### src/hdl/bitmap_first_fit_allocator_unit_assert.svh
`ifndef BITMAP_FIRST_FIT_ALLOCATOR_UNIT_ASSERT_SVH
`define BITMAP_FIRST_FIT_ALLOCATOR_UNIT_ASSERT_SVH
// Assertion macros for the allocator; define NO_ASSERTIONS to drop them.
`ifndef NO_ASSERTIONS
// Same-cycle implication, disabled while reset is high
`define BFFA_ASSERT_IMP(label, clk, rst, ante, cons) \
  label: assert property (@(posedge clk) disable iff (rst) (ante) |-> (cons)) \
    else $error("allocator assertion failed: same-cycle implication");
// Next-cycle implication, disabled while reset is high
`define BFFA_ASSERT_NXT(label, clk, rst, ante, cons) \
  label: assert property (@(posedge clk) disable iff (rst) (ante) |=> (cons)) \
    else $error("allocator assertion failed: next-cycle implication");
`else
`define BFFA_ASSERT_IMP(label, clk, rst, ante, cons)
`define BFFA_ASSERT_NXT(label, clk, rst, ante, cons)
`endif
`endif

### src/hdl/bffa_pkg.sv
`timescale 1ns / 1ps
package bffa_pkg;

  // Heap geometry: one busy bit per heap word, eight words per map byte
  localparam int HEAP_WORDS = 1024;
  localparam int MAP_BYTES  = HEAP_WORDS / 8;
  localparam int MAP_AW     = $clog2(MAP_BYTES);
  localparam int WORD_AW    = $clog2(HEAP_WORDS);
  localparam int RUN_W      = WORD_AW + 1;
  localparam int SIZE_W     = 12;
  localparam int ADDR_W     = 10;
  localparam int SUM_W      = SIZE_W + 1;

  localparam logic [7:0] BYTE_ONES = 8'hFF;

  typedef enum logic [1:0] {
    RC_OK      = 2'd0,
    RC_NOSPACE = 2'd1,
    RC_ERROR   = 2'd2
  } result_code_t;

  // Commands from the controller to the datapath
  typedef struct packed {
    logic         load;       // capture an accepted request
    logic         scan_clr;   // restart the first-fit scan at byte 0
    logic         scan_rd;    // read the next map byte for the scan
    logic         take_addr;  // use the request address as run start
    logic         mark_init;  // set up byte range and masks of the run
    logic         mark_rd;    // read the next map byte of the run
    logic         finish;     // present the result
    result_code_t code;
  } cmd_t;

  // Status from the datapath to the controller
  typedef struct packed {
    logic words_zero;
    logic too_big;
    logic free_oob;
    logic is_free;
    logic rd_done;
    logic hit;
    logic exhaust;
    logic mark_rd_more;
    logic mark_wdone;
  } sts_t;

endpackage

### src/hdl/bitmap_first_fit_allocator_unit.sv
// A rejected request is answered from the check state; a free marks the m map bytes of its run,
// and an allocate first scans the k map bytes before the fit, then marks the m bytes of the run.
// A failed allocate scans all 128 map bytes before it reports.
// The single-port bitmap read (one map byte per cycle) sets scan and mark time.
// One request at a time; the next may be accepted in the cycle the result shows.
// Synchronous reset clears state and marks every heap word free; the receiver cannot stall.
`timescale 1ns / 1ps
module bitmap_first_fit_allocator_unit import bffa_pkg::*; (
  input  logic              clk,
  input  logic              rst,
  input  logic              start,
  output logic              busy,
  input  logic              kind,
  input  logic [SIZE_W-1:0] size_bytes,
  input  logic [ADDR_W-1:0] word_address,
  output logic              done,
  output logic [ADDR_W-1:0] start_word,
  output logic [1:0]        result_code,
  output logic              overflow_seen
);

  cmd_t cmd;
  sts_t sts;

  bffa_ctrl u_ctrl (
    .clk   (clk),
    .rst   (rst),
    .start (start),
    .busy  (busy),
    .sts   (sts),
    .cmd   (cmd)
  );

  bffa_datapath u_datapath (
    .clk           (clk),
    .rst           (rst),
    .kind          (kind),
    .size_bytes    (size_bytes),
    .word_address  (word_address),
    .cmd           (cmd),
    .sts           (sts),
    .done          (done),
    .start_word    (start_word),
    .result_code   (result_code),
    .overflow_seen (overflow_seen)
  );

endmodule

### src/hdl/bffa_datapath.sv
`timescale 1ns / 1ps
`include "bitmap_first_fit_allocator_unit_assert.svh"
module bffa_datapath import bffa_pkg::*; (
  input  logic              clk,
  input  logic              rst,
  input  logic              kind,
  input  logic [SIZE_W-1:0] size_bytes,
  input  logic [ADDR_W-1:0] word_address,
  input  cmd_t              cmd,
  output sts_t              sts,
  output logic              done,
  output logic [ADDR_W-1:0] start_word,
  output logic [1:0]        result_code,
  output logic              overflow_seen
);

  // Request registers
  logic              kind_q;
  logic [SIZE_W-1:0] words_q;
  logic [ADDR_W-1:0] addr_q;
  logic [SUM_W-1:0]  words_sum;

  // Bitmap memory with per-row valid bits
  logic [7:0]           mem [MAP_BYTES];
  logic [MAP_BYTES-1:0] row_vld;
  logic [7:0]           rd_data;
  logic                 rd_vbit;
  logic [7:0]           byte_q;
  logic                 rd_en;
  logic [MAP_AW-1:0]    rd_addr;

  // Scan state
  logic [MAP_AW:0]    scan_ptr;
  logic [MAP_AW-1:0]  scan_idx;
  logic               scan_vld;
  logic [RUN_W-1:0]   run;
  logic [RUN_W-1:0]   run_next;
  logic               found;
  logic [WORD_AW-1:0] found_pos;
  logic [WORD_AW-1:0] start_q;

  // Mark state
  logic [SUM_W-1:0]  last_word;
  logic [MAP_AW:0]   mark_ptr;
  logic [MAP_AW-1:0] mark_last;
  logic [2:0]        last_bit;
  logic [MAP_AW-1:0] wr_idx;
  logic              mark_wvld;
  logic [7:0]        lo_mask;
  logic [7:0]        hi_mask;
  logic [7:0]        mask;
  logic [7:0]        wr_data;

  logic ovf;

  // Round the byte size up to words
  assign words_sum = ({1'b0, size_bytes} + SUM_W'(1)) >> 1;

  // Capture the request
  always_ff @(posedge clk) begin
    if (cmd.load) begin
      kind_q  <= kind;
      words_q <= words_sum[SIZE_W-1:0];
      addr_q  <= word_address;
    end
  end

  // Request checks
  assign sts.words_zero = (words_q == '0);
  assign sts.too_big    = ({1'b0, words_q} > SUM_W'(HEAP_WORDS));
  assign sts.free_oob   = (SUM_W'(addr_q) + {1'b0, words_q} > SUM_W'(HEAP_WORDS));
  assign sts.is_free    = kind_q;

  // Select the single read port between scan and mark
  assign rd_en   = cmd.scan_rd | cmd.mark_rd;
  assign rd_addr = cmd.mark_rd ? mark_ptr[MAP_AW-1:0] : scan_ptr[MAP_AW-1:0];

  // Read and write the map
  always_ff @(posedge clk) begin
    if (rd_en) begin
      rd_data <= mem[rd_addr];
    end
    if (mark_wvld) begin
      mem[wr_idx] <= wr_data;
    end
  end

  // Hold valid bits and the registered row valid
  always_ff @(posedge clk) begin
    if (rst) begin
      row_vld <= '0;
    end else if (mark_wvld) begin
      row_vld[wr_idx] <= 1'b1;
    end
    if (rd_en) begin
      rd_vbit <= row_vld[rd_addr];
    end
  end

  // A row never written reads as free
  assign byte_q = rd_vbit ? rd_data : '0;

  // Walk the eight words of the returned byte
  always_comb begin
    logic [RUN_W-1:0] r;
    logic             f;
    logic [SUM_W-1:0] pos;
    r         = run;
    f         = 1'b0;
    pos       = '0;
    found_pos = '0;
    for (int b = 0; b < 8; b++) begin
      if (byte_q[b]) begin
        r = '0;
      end else begin
        r = r + RUN_W'(1);
      end
      if (!f && ({1'b0, r} == words_q)) begin
        f         = 1'b1;
        pos       = SUM_W'({scan_idx, 3'(b)}) + SUM_W'(1) - {1'b0, words_q};
        found_pos = pos[WORD_AW-1:0];
      end
    end
    run_next = r;
    found    = f;
  end

  assign sts.rd_done = (scan_ptr == (MAP_AW + 1)'(MAP_BYTES));
  assign sts.hit     = scan_vld & found;
  assign sts.exhaust = scan_vld & ~found & (scan_idx == MAP_AW'(MAP_BYTES - 1));

  // Advance the scan pipeline
  always_ff @(posedge clk) begin
    if (rst) begin
      scan_vld <= 1'b0;
    end else begin
      scan_vld <= cmd.scan_rd;
    end
    if (cmd.scan_clr) begin
      scan_ptr <= '0;
      run      <= '0;
    end else begin
      if (cmd.scan_rd) begin
        scan_ptr <= scan_ptr + (MAP_AW + 1)'(1);
        scan_idx <= scan_ptr[MAP_AW-1:0];
      end
      if (scan_vld) begin
        run <= run_next;
      end
    end
    if (sts.hit) begin
      start_q <= found_pos;
    end else if (cmd.take_addr) begin
      start_q <= WORD_AW'(addr_q);
    end
  end

  // Byte range of the run
  assign last_word = SUM_W'(start_q) + {1'b0, words_q} - SUM_W'(1);

  // Advance the read-modify-write pipeline over the run
  always_ff @(posedge clk) begin
    if (rst) begin
      mark_wvld <= 1'b0;
    end else begin
      mark_wvld <= cmd.mark_rd;
    end
    if (cmd.mark_init) begin
      mark_ptr  <= {1'b0, start_q[WORD_AW-1:3]};
      mark_last <= last_word[WORD_AW-1:3];
      last_bit  <= last_word[2:0];
    end else if (cmd.mark_rd) begin
      mark_ptr <= mark_ptr + (MAP_AW + 1)'(1);
      wr_idx   <= mark_ptr[MAP_AW-1:0];
    end
  end

  assign sts.mark_rd_more = (mark_ptr <= {1'b0, mark_last});
  assign sts.mark_wdone   = mark_wvld & (wr_idx == mark_last);

  // Trim the mask at the first and last byte of the run
  assign lo_mask = (wr_idx == start_q[WORD_AW-1:3]) ? (BYTE_ONES << start_q[2:0]) : BYTE_ONES;
  assign hi_mask = (wr_idx == mark_last) ? (BYTE_ONES >> (3'd7 - last_bit)) : BYTE_ONES;
  assign mask    = lo_mask & hi_mask;
  assign wr_data = kind_q ? (byte_q & ~mask) : (byte_q | mask);

  // Present the result and keep the sticky overflow flag
  always_ff @(posedge clk) begin
    if (rst) begin
      done <= 1'b0;
      ovf  <= 1'b0;
    end else begin
      done <= cmd.finish;
      if (cmd.finish && (cmd.code == RC_NOSPACE)) begin
        ovf <= 1'b1;
      end
    end
    if (cmd.finish) begin
      result_code   <= cmd.code;
      start_word    <= ((cmd.code == RC_OK) && !kind_q) ? ADDR_W'(start_q) : '0;
      overflow_seen <= ovf | (cmd.code == RC_NOSPACE);
    end
  end

  `BFFA_ASSERT_IMP(a_wr_in_run, clk, rst, mark_wvld, wr_idx <= mark_last)
  `BFFA_ASSERT_IMP(a_fail_no_start, clk, rst, done && (result_code != RC_OK), start_word == '0)
  `BFFA_ASSERT_IMP(a_nospace_flag, clk, rst, done && (result_code == RC_NOSPACE), overflow_seen)

endmodule

### src/hdl/bffa_ctrl.sv
`timescale 1ns / 1ps
`include "bitmap_first_fit_allocator_unit_assert.svh"
module bffa_ctrl import bffa_pkg::*; (
  input  logic clk,
  input  logic rst,
  input  logic start,
  output logic busy,
  input  sts_t sts,
  output cmd_t cmd
);

  typedef enum logic [2:0] {
    S_IDLE,
    S_CHECK,
    S_SCAN,
    S_MINIT,
    S_MARK
  } state_t;

  state_t state;
  state_t state_next;

  assign busy = (state != S_IDLE);

  // Decode commands and next state
  always_comb begin
    cmd        = '0;
    cmd.code   = RC_OK;
    state_next = state;
    unique case (state)
      S_IDLE: begin
        if (start) begin
          cmd.load   = 1'b1;
          state_next = S_CHECK;
        end
      end
      S_CHECK: begin
        priority if (sts.words_zero || (!sts.is_free && sts.too_big) ||
                     (sts.is_free && sts.free_oob)) begin
          cmd.finish = 1'b1;
          cmd.code   = RC_ERROR;
          state_next = S_IDLE;
        end else if (sts.is_free) begin
          cmd.take_addr = 1'b1;
          state_next    = S_MINIT;
        end else begin
          cmd.scan_clr = 1'b1;
          state_next   = S_SCAN;
        end
      end
      S_SCAN: begin
        cmd.scan_rd = !sts.rd_done && !sts.hit;
        // Hit and exhaustion never coincide; keep scanning otherwise
        if (sts.hit) begin
          state_next = S_MINIT;
        end else if (sts.exhaust) begin
          cmd.finish = 1'b1;
          cmd.code   = RC_NOSPACE;
          state_next = S_IDLE;
        end
      end
      S_MINIT: begin
        cmd.mark_init = 1'b1;
        state_next    = S_MARK;
      end
      S_MARK: begin
        cmd.mark_rd = sts.mark_rd_more;
        if (sts.mark_wdone) begin
          cmd.finish = 1'b1;
          cmd.code   = RC_OK;
          state_next = S_IDLE;
        end
      end
      default: begin
        state_next = S_IDLE;
      end
    endcase
  end

  // Hold state
  always_ff @(posedge clk) begin
    if (rst) begin
      state <= S_IDLE;
    end else begin
      state <= state_next;
    end
  end

  `BFFA_ASSERT_NXT(a_accept_busy, clk, rst, start && !busy, busy)
  `BFFA_ASSERT_NXT(a_hit_to_mark, clk, rst, (state == S_SCAN) && sts.hit, state == S_MINIT)
  `BFFA_ASSERT_NXT(a_finish_idle, clk, rst, cmd.finish, !busy)

endmodule

### config.mk
export PLATFORM = sky130hd
export DESIGN_NAME = bitmap_first_fit_allocator_unit
export DESIGN_NICKNAME = d
export VERILOG_FILES = /design/src/hdl/bffa_pkg.sv /design/src/hdl/bitmap_first_fit_allocator_unit.sv /design/src/hdl/bffa_datapath.sv /design/src/hdl/bffa_ctrl.sv
export VERILOG_INCLUDE_DIRS = /design/src /design/src/hdl
export SDC_FILE = /design/constraint.sdc
export NUM_CORES = 2
export LEC_CHECK = 0
export ABC_AREA = 1
export BUFFER_PORTS_ARGS = -buffer_cell sky130_fd_sc_hd__buf_2
export CAP_MARGIN = 20
export CORE_ASPECT_RATIO = 1.4
export CORE_MARGIN = 5
export CORE_UTILIZATION = 40
export CTS_CLUSTER_DIAMETER = 100
export DETAILED_ROUTE_END_ITERATION = 10
export GPL_TIMING_DRIVEN = 0
export SYNTH_ARGS = -nofsm -noshare
export SYNTH_HDL_FRONTEND = slang
export SYNTH_SLANG_ARGS = --single-unit
### constraint.sdc
create_clock -name clk -period 18.35 [get_ports clk]
set_input_delay 3.67 -clock clk [delete_from_list [all_inputs] [get_ports clk]]
set_output_delay 3.67 -clock clk [all_outputs]
set_load 0.01 [all_outputs]
# == After elaboration in Yosys (flattened, before gate mapping) ==
# Memories as Yosys holds them, arrays and structs flattened. A register that Yosys moved wholly into a read port is not among the register bits.
# Index checks and enable logic that the tools add are counted.
# op_classes
shifts,2
bitwise,14
mux,62
magnitude_cmp,6
n_eq_ne,20
addsub,31
reduce_logical,34
# ops
operator,count
bitwise OR 128 bit,1
two-way mux 10 bit,10
equality test 11 x 12 -> 1 bit,8
adder 11 x 1 -> 11 bit (second input constant),8
two-way mux 11 bit,8
adder 10 x 1 -> 10 bit (second input constant),8
subtractor 10 bit,8
two-way mux 8 bit,4
two-way mux 1 bit,24
two-way mux 3 bit,8
two-way mux 7 bit,3
adder 8 x 1 -> 8 bit (second input constant),2
AND 8 bit,2
< comparator 7 x 8 -> 1 bit (second input constant),2
one-hot mux 3 bit (5 select lines),1
equality test 7 bit,2
adder 10 x 12 -> 13 bit,1
adder 12 x 1 -> 13 bit (second input constant),1
> comparator 13 x 11 -> 1 bit (second input constant),1
logical AND 1 bit,13
> comparator 12 x 11 -> 1 bit (second input constant),1
zero test 12 bit,1
adder 10 bit,1
zero test 1 bit,10
other kinds (30),41
# totals
register_bits,233
mem_bits_rw,1024
n_memories,1
inputBits,26
# mem_list
memory,words,word_bits,rd,rd_clocked_by_memory_dff,write_ports,line,rtl
u_datapath.mem,128,8,1,1,1,bffa_datapath.sv:24,logic [7:0] mem [MAP_BYTES];

# == Longest topological paths before layout ==
# depth
word_depth,33
depth_mapped,46

# == Hierarchy ==
# From an unflattened synthesis, not the netlist that was laid out.
# unflattened
hier_cells,5584
hier_area_um2,57370.0
# by_module_without_submodules
module,area_each_um2,instances,cells_each
bffa_datapath,57058.5,1,5529
bffa_ctrl,311.5,1,55

# == Least setup slack after synthesis ==
# Ideal clock, no wire load.
# synth_path
path_kind,register to register
start,register u_datapath.wr_idx[2]
end,memory u_datapath.mem[0][7] (data pin)
t_arrival_ps,6239
n_path_buf,1
setup_ps,1197
period_less_slack_ps,7435
t_required_ps,17153
stages_incl_launch_ff,8
path_slack_ps,10915
cell_sequence,edfxtp_1 > clkbuf_1 > xor2_1 > nor4_1 > nand2_1 > inv_1 > o21ai_0 > o21ai_0
# synth_between
elab_chain_len,6
word_cells_on_any_way,9
cone_classes,2 x eq/ne; 3 x mux; 4 x bitwise
# synth_lines
element,line,rtl
"start, declared",bffa_datapath.sv:47,logic [MAP_AW-1:0] wr_idx;
"start signal, assigned",bffa_datapath.sv:174,wr_idx <= mark_ptr[MAP_AW-1:0];
"equality test 7 bit, on equally long branches","bffa_datapath.sv:182, bffa_datapath.sv:183",
"two-way mux 8 bit, on equally long branches","bffa_datapath.sv:182, bffa_datapath.sv:183",
AND 8 bit (*),bffa_datapath.sv:184,assign mask = lo_mask & hi_mask;
NOT 8 bit,bffa_datapath.sv:185,assign wr_data = kind_q ? (byte_q & ~mask) : (byte_q | mask);
AND 8 bit,bffa_datapath.sv:185,
two-way mux 8 bit (*),bffa_datapath.sv:185,
named net u_datapath.wr_data[7],bffa_datapath.sv:52,logic [7:0] wr_data;
"end, declared",bffa_datapath.sv:24,
# Mark *: on every way through the listed nets, which the timed path passes. The rest lies on a longest branch.

# == Final worst setup path ==
# layout_path
start,register u_datapath.mark_ptr[5]
end,register u_datapath.rd_vbit (data pin)
# layout_between
elab_chain_len,5
# layout_lines
element,line,rtl
"start, declared",bffa_datapath.sv:44,logic [MAP_AW:0] mark_ptr;
"start signal, assigned",bffa_datapath.sv:169,"mark_ptr <= {1'b0, start_q[WORD_AW-1:3]};"
"start signal, assigned",bffa_datapath.sv:173,mark_ptr <= mark_ptr + (MAP_AW + 1)'(1);
<= comparator 8 x 7 -> 1 bit,bffa_datapath.sv:178,"assign sts.mark_rd_more = (mark_ptr <= {1'b0, mark_last});"
two-way mux 1 bit,bffa_ctrl.sv:30,unique case (state)
two-way mux 7 bit (*),bffa_datapath.sv:76,assign rd_addr = cmd.mark_rd ? mark_ptr[MAP_AW-1:0] : scan_ptr[MAP_AW-1:0];
binary-select mux 1 bit (select 7 bit) (*),bffa_datapath.sv:96,rd_vbit <= row_vld[rd_addr];
two-way mux 1 bit (implied by the code) (*),bffa_datapath.sv:96,
"end signal, assigned",bffa_datapath.sv:96,
"end, declared",bffa_datapath.sv:27,logic rd_vbit;
# Every way passes the cells marked *; elsewhere a longest branch is shown, timed or not. The select of a mux whose other input is x is not followed.
# A chain may end at the register's enable or synchronous reset.

==> impl_metrics.tcl <==
set metrics [dict create \
    drv_slew 0 \
    synthFlopType "edfxtp_1" \
    nNetsFinal 5899 \
    cpLargestDelayFamily "buffers and inverters" \
    ant_nets 0 \
    leakage_nw 22.6 \
    syn_to_final_growth_pct 15.2 \
    cts_tree "built" \
    cts_resized 0 \
    clockBufferDepth 3 \
    status "completed" \
    antenna_found_initial 5 \
    drt-initial-drc-count 6541 \
    pin_count 41 \
    power_density_nw_per_um2 149 \
    wire_per_inst_um 29.8 \
    ir_drop_uv 95.9 \
    dpl_cell_area_um2 61800 \
    routed_wirelength_um 233000 \
    drc_errors 0 \
    final-seq-area_um2 36400 \
    period_needed_ns 7.19 \
    place_congestion 1.03 \
    core_area_um2 143000 \
    synth-seq-cells 1265 \
    synth_edf_count 1110 \
    drt-vias-per-instance 5.95 \
    synthArstFlopShare_pct 0 \
    crit_chain "ha_1 -> nand2_1 -> nor3_1 -> nand2_1 -> o311ai_0 -> nand2_1 -> nand2_1 -> o21ai_1 -> buf_6 -> clkinv_1 -> clkbuf_1 -> clkbuf_1 -> clkbuf_1 -> nor2_1 -> o311ai_0 -> o311ai_0 -> nand3_1 -> nand3_1 -> a31oi_1" \
    seqPwrFrac_pct 33.7 \
    grt_pass1_vias 43700 \
    multi_input_area_um2 18600 \
    dieArea_um2 151000 \
    path_max_fanout 10 \
    setup_viol 0 \
    finalHoldViolations 0 \
    portBuffers 39 \
    comb_power_share_pct 40.3 \
    worstSetupPathType "flip-flop to flip-flop" \
    worstPathArrival_ns 7.74 \
    fin_skew_ns 0.0463 \
    worstSkewPairLatency_ns 0.78 \
    via_count 46500 \
    ys_seq_area_share_pct 63.6 \
    min_path_type "flip-flop to flip-flop" \
    crit_buf_inv 5 \
    cts-buffers-inserted 120 \
    clock-sinks 1265 \
    syn_avg_cell_area_um2 10.4 \
    swShare_pct 42.9 \
    synth_area_um2 57300 \
    crit_path_start_kind "flip-flop" \
    grt_max_degree 40 \
    path_common_cell "nand2_1" \
    cts_setup_buffers 0 \
    p_sw_w 0.00421 \
    die_width_um 330 \
    worstHoldPathCells 2 \
    grt_pass1_wl_um 321000 \
    yosysTopAreaCellShare_pct 58.2 \
    fmax_mhz 139 \
    drv_cap 0 \
    postLayoutCoreUtil_pct 46.3 \
    synth_cell_types 59 \
    ff2ff_setup_slack_ns 11.16 \
    fp-row-count 164 \
    critPathRequiredTime_ns 18.90 \
    relSlewSlack_pct 12.3 \
    htree_levels 3 \
    total_power_w 0.00983 \
    fin_setup_tns_ns 0 \
    start_util_pct 40.2 \
    crit_slowest_cell "o311ai_0" \
    clkTransAtPathRegs_ns 0.07 \
    hp-start "u_datapath.row_vld[70]$_SDFFE_PP0P_" \
    min_period_over_period_pct 39.2 \
    setup_slack_ns 11.16 \
    r2r_cells 19 \
    hold_end "u_datapath.row_vld[70]$_SDFFE_PP0P_" \
    grt_overflow 0 \
    synth_top_cell_by_area "edfxtp_1" \
    clkPwrFrac_pct 26.0 \
    final_layout_size_suffix_gt1_share_pct 9.17 \
    syn_inst 5493 \
    syn-num-nets 5595 \
    nFillCells 13300 \
    place_ws_ns 11.61 \
    synth_area_leaders "edfxtp_1 (58%), nor2_1 (8.8%), o21ai_0 (6.5%)" \
    tightest_slew_ns 1.30 \
    cts-root-buf "clkbuf_16" \
    postCtsHoldBufs 0 \
    rsz0062_at_grt "false" \
    end_kind "flip-flop" \
    firstDrtPassIters 9 \
    yosysWarnings 0 \
    reg2reg_from "u_datapath.mark_ptr[5]$_DFFE_PP_" \
    place_hpwl_um 169000 \
    fin_area_um2 66000 \
    track_usage_pct 29.9 \
    die_h_um 458 \
    intPower_w 0.00561 \
    r2r_end "u_datapath.rd_vbit$_DFFE_PP_" \
    slowest_delay_ns 0.84 \
]
## final cells by class
class	count	share of cell area, %
flip-flops and latches	1265	55.2
multi-input cells	3606	28.2
clock buffers	151	4.82
well taps	1909	3.62
repair buffers	182	3.21
plain buffers	304	1.82
inverters	318	1.81
clock inverters	76	1.28
diodes	3	0.0114
## layout by cell type (no fill, tap or decap), types with 17 or more instances in the layout
cell,count
nand3_1,114
o221ai_1,41
nand4_1,40
o311ai_0,31
a21oi_1,92
inv_2,22
ha_1,68
o22ai_1,286
o211ai_1,33
nor4_1,18
buf_6,35
o21ai_0,743
o21bai_1,17
inv_1,283
clkinv_2,22
buf_4,46
nand2_1,423
clkinv_1,31
xnor2_1,17
nor2_2,46
buf_2,49
edfxtp_1,1110
nand3_2,38
clkbuf_1,297
dfxtp_1,155
nor2_1,1307
nand2_2,17
nor3_1,30
buf_12,21
buf_8,26
xor2_1,145
clkbuf_16,120
## synthesized netlist by cell type, types with 3 or more instances
| cell | number |
|---|---|
| nand3b_1 | 6 |
| inv_1 | 283 |
| nand3_4 | 4 |
| dfxtp_1 | 155 |
| o21ai_2 | 3 |
| nand2_4 | 4 |
| o211ai_1 | 33 |
| edfxtp_1 | 1110 |
| buf_2 | 8 |
| o2111ai_1 | 5 |
| nor2_4 | 5 |
| o221ai_1 | 41 |
| nand2_1 | 423 |
| nor2_2 | 17 |
| o311ai_0 | 31 |
| o31ai_1 | 4 |
| xor2_1 | 145 |
| fa_1 | 8 |
| nand4_1 | 40 |
| nor4_1 | 18 |
| o21bai_1 | 17 |
| o21ai_1 | 11 |
| a311oi_1 | 4 |
| ha_1 | 68 |
| xnor2_1 | 17 |
| nand3_2 | 38 |
| inv_2 | 22 |
| buf_4 | 4 |
| buf_1 | 16 |
| o22ai_1 | 286 |
| nand3_1 | 114 |
| clkbuf_1 | 272 |
| a31oi_1 | 18 |
| a21oi_1 | 92 |
| nor3_1 | 30 |
| o21ai_0 | 749 |
| nand2_2 | 17 |
| clkinv_1 | 13 |
| nor2_1 | 1336 |
## power groups by stage
stage	Sequential (W)	Clock, W	Combinational, W
2_1_floorplan	0.00339	0	0.00197
3_3_place_gp	0.00346	0	0.00366
3_5_place_dp	0.00337	0	0.00378
4_1_cts	0.00331	0.00256	0.00379
5_1_grt	0.00331	0.00268	0.00407
6_report	0.00331	0.00256	0.00396
## worst max path at each step
stage                                     startpoint                                      to  slack (ns)  cells past startpoint
global route            u_datapath.rd_vbit$_DFFE_PP_  u_datapath.start_word[7]$_SDFFCE_PN0P_       10.90                     38
floorplan             u_datapath.wr_idx[2]$_DFFE_PP_          u_datapath.mem[0][7]$_DFFE_PP_       10.91                      7
detailed placement      u_datapath.rd_vbit$_DFFE_PP_  u_datapath.start_word[0]$_SDFFCE_PN0P_       11.61                     38
finish              u_datapath.mark_ptr[5]$_DFFE_PP_            u_datapath.rd_vbit$_DFFE_PP_       11.16                     19
CTS                     u_datapath.rd_vbit$_DFFE_PP_  u_datapath.start_word[7]$_SDFFCE_PN0P_       11.54                     38
global placement      u_datapath.wr_idx[2]$_DFFE_PP_         u_datapath.mem[58][7]$_DFFE_PP_        2.13                      7
## worst register-to-register path, cell delays in order, from the launching register on
cell,delay [ns]
edfxtp_1,0.46
ha_1,0.33
nand2_1,0.06
nor3_1,0.22
nand2_1,0.08
o311ai_0,0.10
nand2_1,0.09
nand2_1,0.29
o21ai_1,0.29
buf_6,0.25
clkinv_1,0.42
clkbuf_1,0.81
clkbuf_1,0.81
clkbuf_1,0.68
nor2_1,0.07
o311ai_0,0.84
o311ai_0,0.41
nand3_1,0.24
nand3_1,0.14
a31oi_1,0.39
## metrics by stage
stage	instances	hold WS [ns]
floorplan	5493	0.435
global placement	7441	0.444
detailed placement	7563	0.454
CTS	7790	0.466
global route	7812	0.484
finish	7814	0.469
## metal layers
layer	up-vias	GRT usage, %	part of all wire, %
li1	20000	-	-
met1	22600	36.0	35
met2	3019	47.3	45
met3	846	5.68	9.7
met4	2	22.8	9.6
met5	-	0	0.0056
## state kept, by name, summed over array words and instances, names as in the netlist, 7 cells and up
signal,count
u_datapath.words_q,12
u_datapath.wr_idx,7
u_datapath.run,11
u_datapath.start_q,10
u_datapath.rd_data,8
u_datapath.scan_ptr,8
u_datapath.scan_idx,7
u_datapath.mark_last,7
u_datapath.start_word,10
u_datapath.addr_q,10
u_datapath.row_vld,128
u_datapath.mark_ptr,8
u_datapath.mem,1024
## cells by family (layout without fill, tap and decap cells)
| logic type | after synthesis | in the layout | share of synthesized area (%) |
|---|---|---|---|
| flip-flops | 1265 | 1265 | 63.6 |
| other | 0 | 3 | 0 |
| AND/OR/NAND/NOR | 2066 | 2066 | 15.1 |
| XOR/XNOR | 163 | 163 | 2.50 |
| AO/OA/AOI/OAI | 1301 | 1301 | 12.9 |
| buffers and inverters | 622 | 1031 | 4.18 |
| adder cells (fa/ha/maj) | 76 | 76 | 1.76 |
Note: power is estimated with default switching activity, not from simulation.
